<file path="src/rtl/i2c_mbe_pkg.sv">
// Shared types and constants for the I2C master bit engine.
package i2c_mbe_pkg;

  localparam logic [2:0]  OP_START   = 3'd0;
  localparam logic [2:0]  OP_RESTART = 3'd1;
  localparam logic [2:0]  OP_STOP    = 3'd2;
  localparam logic [2:0]  OP_WRITE   = 3'd3;
  localparam logic [2:0]  OP_READ    = 3'd4;

  localparam logic [15:0] PHASE_TICKS_RESET   = 16'd2000;
  localparam int          QUEUE_DEPTH_DEFAULT = 2;
  localparam logic [7:0]  MSB_MASK            = 8'h80;
  localparam logic [3:0]  ACK_SLOT            = 4'd8;

  typedef struct packed {
    logic [2:0] operation;
    logic [7:0] write_data;
    logic       send_ack;
    logic [8:0] bus_sda;
  } in_word_t;

  typedef struct packed {
    logic       scl;
    logic       sda_release;
    logic [7:0] read_data;
    logic       ack_received;
    logic       last;
  } out_word_t;

  typedef enum logic [3:0] {
    KIND_START = 4'b0001,
    KIND_STOP  = 4'b0010,
    KIND_WRITE = 4'b0100,
    KIND_READ  = 4'b1000
  } kind_t;

  typedef struct packed {
    kind_t      kind;
    logic [7:0] data;
    logic       send_ack;
    logic [8:0] bus_sda;
  } cmd_t;

endpackage

</file>
<file path="src/rtl/i2c_mbe_front.sv">
// Front end: accepts command words and decodes them into queue entries.
module i2c_mbe_front (
  input  logic                 in_valid,
  output logic                 in_ready,
  input  i2c_mbe_pkg::in_word_t in_word,
  output logic                 push,
  output i2c_mbe_pkg::cmd_t    push_cmd,
  input  logic                 queue_full
);
  import i2c_mbe_pkg::*;

  logic known;

  // Undefined opcodes are accepted and dropped.
  always_comb begin
    known         = 1'b1;
    push_cmd.kind = KIND_START;
    case (in_word.operation) inside
      OP_START, OP_RESTART: push_cmd.kind = KIND_START;
      OP_STOP:              push_cmd.kind = KIND_STOP;
      OP_WRITE:             push_cmd.kind = KIND_WRITE;
      OP_READ:              push_cmd.kind = KIND_READ;
      default:              known = 1'b0;
    endcase
    push_cmd.data     = in_word.write_data;
    push_cmd.send_ack = in_word.send_ack;
    push_cmd.bus_sda  = in_word.bus_sda;
  end

  assign in_ready = !queue_full;
  assign push     = in_valid && in_ready && known;

endmodule

</file>
<file path="src/rtl/i2c_mbe_queue.sv">
// Small command queue between the front end and the phase sequencer.
module i2c_mbe_queue #(
  parameter int DEPTH = i2c_mbe_pkg::QUEUE_DEPTH_DEFAULT
) (
  input  logic              clk,
  input  logic              rst,
  input  logic              push,
  input  i2c_mbe_pkg::cmd_t push_cmd,
  output logic              full,
  input  logic              pop,
  output logic              head_valid,
  output i2c_mbe_pkg::cmd_t head_cmd
);
  import i2c_mbe_pkg::*;

  localparam int AW = (DEPTH > 1) ? $clog2(DEPTH) : 1;
  localparam int CW = $clog2(DEPTH + 1);
  localparam logic [AW-1:0] LAST_IDX = AW'(DEPTH - 1);
  localparam logic [CW-1:0] FULL_CNT = CW'(DEPTH);

  cmd_t          mem [DEPTH];
  logic [AW-1:0] wr_ptr;
  logic [AW-1:0] rd_ptr;
  logic [CW-1:0] count;

  assign full       = (count == FULL_CNT);
  assign head_valid = (count != '0);
  assign head_cmd   = mem[rd_ptr];

  always_ff @(posedge clk) begin
    if (push) begin
      mem[wr_ptr] <= push_cmd;
    end
  end

  always_ff @(posedge clk) begin
    if (rst) begin
      wr_ptr <= '0;
      rd_ptr <= '0;
      count  <= '0;
    end else begin
      if (push) begin
        wr_ptr <= (wr_ptr == LAST_IDX) ? '0 : wr_ptr + AW'(1);
      end
      if (pop) begin
        rd_ptr <= (rd_ptr == LAST_IDX) ? '0 : rd_ptr + AW'(1);
      end
      case ({push, pop})
        2'b10:   count <= count + CW'(1);
        2'b01:   count <= count - CW'(1);
        default: count <= count;
      endcase
    end
  end

endmodule

</file>
<file path="src/rtl/i2c_mbe_back.sv">
// Back end: expands the head command into timed bus phases.
module i2c_mbe_back (
  input  logic                  clk,
  input  logic                  rst,
  input  logic [15:0]           phase_ticks,
  input  logic                  head_valid,
  input  i2c_mbe_pkg::cmd_t     head_cmd,
  output logic                  pop,
  output logic                  out_valid,
  input  logic                  out_ready,
  output i2c_mbe_pkg::out_word_t out_word
);
  import i2c_mbe_pkg::*;

  logic [1:0]  sub;
  logic [1:0]  sub_next;
  logic [3:0]  bit_cnt;
  logic [3:0]  bit_cnt_next;
  logic [15:0] timer;
  logic        scl_level;
  logic        load;
  logic        in_ack;
  logic        slot_end;
  logic        tx_bit;
  out_word_t   phase;

  assign in_ack = (bit_cnt == ACK_SLOT);
  assign tx_bit = |(head_cmd.data & (MSB_MASK >> bit_cnt[2:0]));

  // Phase table for the current slot.
  always_comb begin
    phase    = '0;
    slot_end = 1'b0;
    case (head_cmd.kind)
      KIND_START: begin
        phase.scl         = (sub == 2'd0) ? scl_level : (sub != 2'd3);
        phase.sda_release = (sub < 2'd2);
        phase.last        = (sub == 2'd3);
      end
      KIND_STOP: begin
        phase.scl         = (sub == 2'd0) ? scl_level : 1'b1;
        phase.sda_release = (sub == 2'd2);
        phase.last        = (sub == 2'd2);
      end
      KIND_WRITE: begin
        slot_end = (sub == 2'd2);
        if (in_ack) begin
          phase.scl          = (sub == 2'd1);
          phase.sda_release  = 1'b1;
          phase.last         = (sub == 2'd2);
          phase.ack_received = phase.last && !head_cmd.bus_sda[0];
        end else begin
          phase.scl         = (sub == 2'd0) ? scl_level : (sub == 2'd1);
          phase.sda_release = tx_bit;
        end
      end
      KIND_READ: begin
        if (in_ack) begin
          slot_end          = (sub == 2'd2);
          phase.scl         = (sub == 2'd1);
          phase.sda_release = !head_cmd.send_ack;
          phase.last        = (sub == 2'd2);
          phase.read_data   = phase.last ? head_cmd.bus_sda[8:1] : 8'd0;
        end else begin
          slot_end          = (sub == 2'd1);
          phase.scl         = (sub == 2'd0);
          phase.sda_release = 1'b1;
        end
      end
      default: phase = '0;
    endcase
  end

  assign load = head_valid && (timer == '0) && (!out_valid || out_ready);
  assign pop  = load && phase.last;

  always_comb begin
    sub_next     = sub;
    bit_cnt_next = bit_cnt;
    if (load) begin
      if (phase.last) begin
        sub_next     = '0;
        bit_cnt_next = '0;
      end else if (slot_end) begin
        sub_next     = '0;
        bit_cnt_next = bit_cnt + 4'd1;
      end else begin
        sub_next = sub + 2'd1;
      end
    end
  end

  always_ff @(posedge clk) begin
    if (rst) begin
      sub       <= '0;
      bit_cnt   <= '0;
      timer     <= '0;
      scl_level <= 1'b1;
      out_valid <= 1'b0;
    end else begin
      sub     <= sub_next;
      bit_cnt <= bit_cnt_next;
      if (load) begin
        timer     <= (phase_ticks == '0) ? '0 : phase_ticks - 16'd1;
        scl_level <= phase.scl;
        out_valid <= 1'b1;
      end else begin
        if (timer != '0) begin
          timer <= timer - 16'd1;
        end
        if (out_ready) begin
          out_valid <= 1'b0;
        end
      end
    end
  end

  always_ff @(posedge clk) begin
    if (load) begin
      out_word <= phase;
    end
  end

endmodule

</file>
<file path="src/rtl/i2c_master_bit_engine_top.sv">
// I2C master bit engine: an accepted command is written to the queue; with the back end idle, the
//   back end then registers its first phase word. The phase timer, loaded from phase_ticks,
//   paces the words and out_ready can hold them; start 4 phases, stop 3, write 27, read 19.
// Up to QUEUE_DEPTH decoded commands are held; the head one is the command in progress.
// Reset (rst, synchronous, high): queue empty, no output word, timer clear,
//   tracked SCL level high, phase_ticks back to 2000.
module i2c_master_bit_engine_top #(
  parameter int QUEUE_DEPTH = i2c_mbe_pkg::QUEUE_DEPTH_DEFAULT
) (
  input  logic                   clk,
  input  logic                   rst,
  input  logic                   in_valid,
  output logic                   in_ready,
  input  i2c_mbe_pkg::in_word_t  in_word,
  output logic                   out_valid,
  input  logic                   out_ready,
  output i2c_mbe_pkg::out_word_t out_word,
  input  logic                   cfg_we,
  input  logic [15:0]            cfg_wdata
);
  import i2c_mbe_pkg::*;

  logic        push;
  cmd_t        push_cmd;
  logic        queue_full;
  logic        pop;
  logic        head_valid;
  cmd_t        head_cmd;
  logic [15:0] phase_ticks;

  // Phase length register; user must write it only while the engine is idle; not enforced.
  always_ff @(posedge clk) begin
    if (rst) begin
      phase_ticks <= PHASE_TICKS_RESET;
    end else if (cfg_we) begin
      phase_ticks <= cfg_wdata;
    end
  end

  // Decode: opcodes 5..7 are swallowed without producing a word.
  i2c_mbe_front u_front (
    .in_valid   (in_valid),
    .in_ready   (in_ready),
    .in_word    (in_word),
    .push       (push),
    .push_cmd   (push_cmd),
    .queue_full (queue_full)
  );

  // Decouples intake from the slow bus sequencing.
  i2c_mbe_queue #(
    .DEPTH (QUEUE_DEPTH)
  ) u_queue (
    .clk        (clk),
    .rst        (rst),
    .push       (push),
    .push_cmd   (push_cmd),
    .full       (queue_full),
    .pop        (pop),
    .head_valid (head_valid),
    .head_cmd   (head_cmd)
  );

  // Sequencer: walks the head command phase by phase into a registered output.
  i2c_mbe_back u_back (
    .clk         (clk),
    .rst         (rst),
    .phase_ticks (phase_ticks),
    .head_valid  (head_valid),
    .head_cmd    (head_cmd),
    .pop         (pop),
    .out_valid   (out_valid),
    .out_ready   (out_ready),
    .out_word    (out_word)
  );

endmodule

</file>
<file path="config.mk">
export PLATFORM = sky130hd
export DESIGN_NAME = i2c_master_bit_engine_top
export DESIGN_NICKNAME = d
export VERILOG_FILES = /design/src/rtl/i2c_mbe_pkg.sv /design/src/rtl/i2c_mbe_front.sv /design/src/rtl/i2c_mbe_queue.sv /design/src/rtl/i2c_mbe_back.sv /design/src/rtl/i2c_master_bit_engine_top.sv
export SDC_FILE = /design/constraint.sdc
export NUM_CORES = 1
export LEC_CHECK = 0
export BUFFER_PORTS_ARGS = -buffer_cell sky130_fd_sc_hd__buf_4
export CAP_MARGIN = 0
export CORE_MARGIN = 1.5
export CORE_UTILIZATION = 58
export CTS_BUF_LIST = sky130_fd_sc_hd__clkbuf_16
export DETAILED_ROUTE_END_ITERATION = 6
export GPL_TIMING_DRIVEN = 1
export PLACE_DENSITY_LB_ADDON = 0.3
export SLEW_MARGIN = 10
export SYNTH_ARGS = -nofsm -noshare
export SYNTH_HDL_FRONTEND = slang
export SYNTH_SLANG_ARGS = --single-unit
</file>
<file path="constraint.sdc">
create_clock -name clk -period 2.9 [get_ports clk]
set_input_delay 0.29 -clock clk [delete_from_list [all_inputs] [get_ports clk]]
set_output_delay 0.29 -clock clk [all_outputs]
set_load 0.1 [all_outputs]
</file>
* Yosys cells after proc, flatten, opt, wreduce, memory -nomap -nowiden
Memory sizes are Yosys's and may differ from the RTL's. A register that Yosys moved wholly into a read port is not among the register bits.
Cells that the tools add are included.
** Storage, ports and cells
- Flip-flop bits (word level) :: 56
- Latch bits :: 0
- Memory bits (writable) :: 44
- Memory bits (read-only) :: 0
- Output and inout port bits :: 14
- Logic and storage cells :: 103
- Memories kept :: 1
** Operators by class
- $add $sub $neg :: 8
- $mul :: 0
- Div/mod/pow operators :: 0
- Order comparisons :: 1
- Equality and inequality tests :: 16
- Shifts and indexed selects :: 1
- Multiplexer cells :: 35
- Bitwise operators :: 1
- Reductions and logical operators :: 26
** Memory list
- u_queue.mem :: words 2, bits a word 22, rd ports 1, clocked after memory_dff 1, wr ports 1, line i2c_mbe_queue.sv:21 : cmd_t mem [DEPTH];
** Operator list (number)
- 2-to-1 mux 16 bit :: 3
- logical NOT 16 bit :: 2
- subtractor 16 x 1 -> 16 bit (second input constant) :: 2
- 2-to-1 mux 4 bit :: 6
- 2-to-1 mux 1 bit :: 18
- nonzero test 16 bit :: 1
- nonzero test 2 bit :: 5
- bitwise AND 8 bit :: 1
- equality test 2 bit (second input constant) :: 4
- equality test 4 bit (second input constant) :: 2
- 2-to-1 mux 2 bit :: 4
- case mux 2 bit (4 select lines) :: 1
- OR reduction 8 bit :: 1
- >> shifter 8 x 3 -> 8 bit (first input constant) :: 1
- equality test 3 x 2 -> 1 bit (second input constant) :: 2
- logical AND 1 bit :: 6
- adder 2 x 1 -> 2 bit (second input constant) :: 2
- adder 4 x 1 -> 4 bit (second input constant) :: 1
- equality test 2 x 1 -> 1 bit (second input constant) :: 2
- equality test 4 x 1 -> 1 bit (second input constant) :: 1
- equality test 4 x 2 -> 1 bit (second input constant) :: 1
- equality test 4 x 3 -> 1 bit (second input constant) :: 1
- logical NOT 1 bit :: 4
- case mux 1 bit (4 select lines) :: 1
- 14 further kinds :: 16

* Longest topological paths before layout
- Word-level depth :: 8
- Depth in mapped cells :: 11
- Gate-level depth less buffers :: 11

* Modules after synthesis
From an unflattened synthesis, not the netlist that was laid out.
** Second synthesis, totals
- Cells, all modules :: 460
- Area, all modules :: 5082.4 sq um
** By module, submodules not included
- i2c_mbe_back :: times used 1, cells each 292, area each 2508.7 sq um, seq. area each 840.8 sq um
- i2c_mbe_queue :: times used 1, cells each 90, area each 1786.7 sq um, seq. area each 1421.4 sq um
- i2c_master_bit_engine_top :: times used 1, cells each 52, area each 600.6 sq um, seq. area each 320.3 sq um
- i2c_mbe_front :: times used 1, cells each 26, area each 186.4 sq um, seq. area each 0.0 sq um

* Least setup slack after synthesis
No wires, ideal clock.
- Kind :: register to register
- Start point :: register u_queue.count[0]
- End point :: memory u_queue.mem[0][0] in the netlist's numbering, enable pin
- Setup time :: 0.401 ns
- Arrival :: 2.523 ns
- Data required time :: 2.499 ns
- Setup slack :: -0.023 ns
- Cell stages (with the launch flop) :: 4
- Path buffers :: 0
- Clock period less this slack :: 2.923 ns
- Cell sequence :: dfxtp_1 nand2b_1 nand3_1 nor2_1
** Between the ends
- Word-level cells in the longest chain between the ends :: 6
** Ends and longest elaborated chain
- start: declaration :: line i2c_mbe_queue.sv:24 : logic [CW-1:0] count;
- start signal: assignment :: line i2c_mbe_queue.sv:49 : 2'b10: count <= count + CW'(1);
- start signal: assignment :: line i2c_mbe_queue.sv:50 : 2'b01: count <= count - CW'(1);
- start signal: assignment :: line i2c_mbe_queue.sv:51 : default: count <= count;
- equality test 2 bit :: line i2c_mbe_queue.sv:26 : assign full = (count == FULL_CNT);
- logical NOT 1 bit :: line i2c_mbe_front.sv:30 : assign in_ready = !queue_full;
- via in_ready :: line i2c_master_bit_engine_top.sv:13 : output logic in_ready,
- logical AND 1 bit (2 in a row) :: line i2c_mbe_front.sv:31 : assign push = in_valid && in_ready && known;
- 2-to-1 mux 1 bit :: line i2c_mbe_queue.sv:31 : if (push) begin
- 2-to-1 mux 1 bit (implied by the code) :: line i2c_mbe_queue.sv:32 : mem[wr_ptr] <= push_cmd;
- end: declaration :: line i2c_mbe_queue.sv:21
The timed path passes the listed nets, and every way through them passes these cells.

* Final worst setup path
- Start point :: register u_back.bit_cnt[1]
- End point :: register u_queue.count[1]
** Between the ends
- Word-level cells in the longest chain between the ends :: 6
- Elaborated cells on any way between the ends :: 9
- Those cells by class :: 3 x eq/ne; 4 x mux; 2 x reduce/logical
** Ends and longest elaborated chain
- start: declaration :: line i2c_mbe_back.sv:17 : logic [3:0] bit_cnt;
- start signal: assignment :: line i2c_mbe_back.sv:102 : bit_cnt <= bit_cnt_next;
- equality test 4 bit (*) :: line i2c_mbe_back.sv:27 : assign in_ack = (bit_cnt == ACK_SLOT);
- 2-to-1 mux 1 bit, on equally long branches :: line i2c_mbe_back.sv:58, i2c_mbe_back.sv:47
- case mux 1 bit (4 select lines) (*) :: line i2c_mbe_back.sv:34 : case (head_cmd.kind)
- logical AND 1 bit (*) :: line i2c_mbe_back.sv:75 : assign pop = load && phase.last;
- via pop :: line i2c_master_bit_engine_top.sv:26 : logic pop;
- equality test 2 x 1 -> 1 bit or equality test 2 bit (tied branches) :: line i2c_mbe_queue.sv:48 : case ({push, pop})
- case mux 2 bit (2 select lines) or nonzero test 2 bit (tied branches)
The timed path passes the listed nets; every way through them passes the cells marked *.
A chain may end at the register's enable or synchronous reset.

==> impl_metrics.json <==
{
  "outcome": "complete, no violations",
  "fin_util_pct": 72.7,
  "gr-total-overflow": 0,
  "dr_wl_met3_um": 600,
  "hold_viol_final": 0,
  "drt_wl_total_um": 10300,
  "ys_ff_latch": 101,
  "max_cap_viol_count": 0,
  "postCtsHoldBufs": 0,
  "grt_pass1_vias": 3555,
  "synth.most_common_cell": "edfxtp_1",
  "synth_area_leaders": "edfxtp_1, dfxtp_1, mux2i_1, nor2_1, ha_1",
  "top_layer": "met4",
  "ys_types": 62,
  "async_flop_share_pct": 0,
  "layout-drive-gt1-share_pct": 20.6,
  "wl_met2_um": 4970,
  "swShare_pct": 28.2,
  "portBuffers": 55,
  "max_freq_mhz": 377,
  "hold_path_class": "primary input to register",
  "dieHeight_um": 93.7,
  "rows": 32,
  "crit_type": "register to register",
  "end_kind": "register",
  "ys_top_cells_by_count": "edfxtp_1, nor2_1, dfxtp_1",
  "startpoint_type": "register",
  "clock_tree.buffer_depth": 2,
  "seq_power_share_pct": 44.3,
  "cts_tree": "built",
  "start_util_pct": 60.8,
  "cts_root_buffer": "clkbuf_16",
  "p_clk_share_pct": 33.9,
  "grt_max_degree": 36,
  "ant_nets": 0,
  "crit_arrival_ns": 2.92,
  "clock-sinks": 101,
  "crit_required_ns": 3.17,
  "p_switching_mw": 1.12,
  "p_int_mw": 2.86,
  "coreArea_um2": 7850,
  "fin_ws_ns": 0.250,
  "r2r-start": "u_back.bit_cnt[1]",
  "finalSetupViolCount": 0,
  "hold_path.startpoint": "in_word[12]",
  "dieArea_um2": 8770,
  "ioPinCount": 56,
  "comb_power_share_pct": 21.8,
  "synth.cell_area_um2": 4770,
  "synth_edf_count": 56,
  "vias": 3618,
  "min_period_ns": 2.65,
  "first_pass_iters": 5,
  "via_per_inst": 6.00,
  "post-place-ws_ns": 0.220,
  "synth_ff_type": "edfxtp_1",
  "worst_clock_skew_ns": 0.00868,
  "diodes": 0,
  "htreeDepth": 3,
  "syn-num-nets": 489,
  "track_usage_pct": 25.1,
  "ys_warn_count": 0,
  "die_w_um": 93.7,
  "power_leakage_nw": 2.18,
  "hpwl_um": 7020,
  "nFillCells": 592,
  "fin_crit_sh_pct": 91.4,
  "num-nets-final": 552,
  "worstSkewPairLatency_ns": 0.35,
  "antenna_found_initial": 0,
  "tightest_slew_ns": 0.654,
  "startpoint": "u_back.bit_cnt[1]",
  "vdd_drop_max_uv": 405,
  "drv_slew": 0,
  "drtIter0Drc": 222,
  "wl_per_cell_um": 17.1,
  "cts-buffers-inserted": 9,
  "rsz0062_at_grt": "false",
  "yosysTopAreaCellShare_pct": 35.3,
  "met1_length_um": 4590,
  "avgSynthCellArea_um2": 11.0,
  "synth_top_area_cell": "edfxtp_1",
  "grt_pass1_wl_um": 16900,
  "drcViolationCount": 0,
  "slew_headroom_pct": 56.2,
  "cp_max_fo": 5,
  "clkTransAtPathRegs_ns": 0.06,
  "syn_to_final_growth_pct": 19.7,
  "globalplace.congestion": 0.885,
  "syn_inst": 433,
  "yosysSeqAreaShare_pct": 54.2,
  "powerDensity_nw_per_um2": 698
}
[critical path, cell delays in order, from the launching register on]
cell	delay (ns)
dfxtp_1	0.37
inv_1	0.14
ha_1	0.24
and3b_1	0.27
nand2_1	0.14
a2111oi_2	0.30
nor2_1	0.13
nor3_1	0.16
ha_1	0.29
or3_1	0.38
a21oi_1	0.16
[cell usage in the layout (no fill, tap or decap), types with 3 or more instances in the layout]
cell,count
clkbuf_16,9
and3b_1,4
ha_1,14
inv_1,15
a22oi_1,3
a21oi_1,20
nand3b_1,4
o21ai_0,17
xnor2_1,9
buf_4,64
or3_1,5
a211o_1,6
nand2b_1,5
nand2_1,28
mux2i_1,22
nor3b_1,6
nand3_1,5
nor2_1,51
dfxtp_1,45
nor3_1,11
or4_4,3
o211ai_1,3
nand4_1,5
xor2_1,17
bufinv_16,3
a211oi_1,4
mux2_2,8
nor4_1,5
nor2b_1,7
edfxtp_1,56
[cells by family after synthesis]
| family | after synthesis | synth area share [%] |
|---|---|---|
| AOI/OAI and AO/OA | 79 | 11.2 |
| xor gates and xnor gates | 26 | 4.78 |
| adders and majority gates | 14 | 3.67 |
| buffers and inverters | 28 | 2.39 |
| DFF | 101 | 54.2 |
| muxes | 30 | 6.51 |
| and+or+nand+nor | 155 | 17.3 |
[power by group through the flow]
| stage | Clock (mW) | Combinational (mW) | Sequential [mW] |
|---|---|---|---|
| 2_1_floorplan | 0 | 0.579 | 1.84 |
| 3_3_place_gp | 0 | 0.826 | 1.78 |
| 3_5_place_dp | 0 | 0.849 | 1.79 |
| 4_1_cts | 1.35 | 0.861 | 1.76 |
| 5_1_grt | 1.42 | 0.953 | 1.78 |
| 6_report | 1.35 | 0.868 | 1.77 |
[flip-flops by register name, indices dropped and copies added (netlist names), named ones only]
name              flops
phase_ticks          16
u_back.bit_cnt        4
u_back.out_valid      1
u_back.out_word      12
u_back.scl_level      1
u_back.sub            2
u_back.timer         16
u_queue.count         2
u_queue.mem          44
u_queue.rd_ptr        1
u_queue.wr_ptr        1
[routing by layer]
| metal | vias to the layer above | global-route usage [%] |
|---|---|---|
| met5 | - | 0 |
| met4 | 0 | 9.45 |
| met3 | 22 | 4.13 |
| met2 | 149 | 40.9 |
| met1 | 1729 | 33.7 |
| li1 | 1718 | - |
[worst paths after layout]
path                        endpoint  cells after the start  slack, ns
setup / recovery    u_queue.count[1]                     10       0.25
hold / removal    u_queue.mem[1][12]                      1       0.13
setup reg to reg    u_queue.count[1]                     10       0.25
hold reg to reg             register                      2       0.51
[through the flow]
stage	total power [mW]	cells	hold slack (ns)	setup TNS, ns	area, um^2
6_report	3.98	603	0.126	0	5710
5_1_grt	4.15	603	0.124	0	5710
4_1_cts	3.98	603	0.126	0	5700
3_5_place_dp	2.64	587	0.478	0	5360
3_3_place_gp	2.61	587	0.475	0	5360
2_1_floorplan	2.41	433	0.389	-1.03	4770
[area by class of cell]
| type | count | area [um^2] | share of cell area [%] |
|---|---|---|---|
| Sequential cell | 101 | 2580 | 45.3 |
| Tap cell | 102 | 128 | 2.24 |
| Inverter | 14 | 52.6 | 0.921 |
| Timing Repair Buffer | 66 | 520 | 9.12 |
| Clock inverter | 7 | 115 | 2.02 |
| Clock buffer | 9 | 225 | 3.95 |
| Multi-Input combinational cell | 304 | 2080 | 36.5 |
[repair_timing]
action | 4_1_cts | 5_1_grt
setup endpoints to repair | 0 | 1
gates resized for setup | 0 | 1
buffers inserted | 0 | 0
Note: power is estimated with default switching activity, not from simulation.
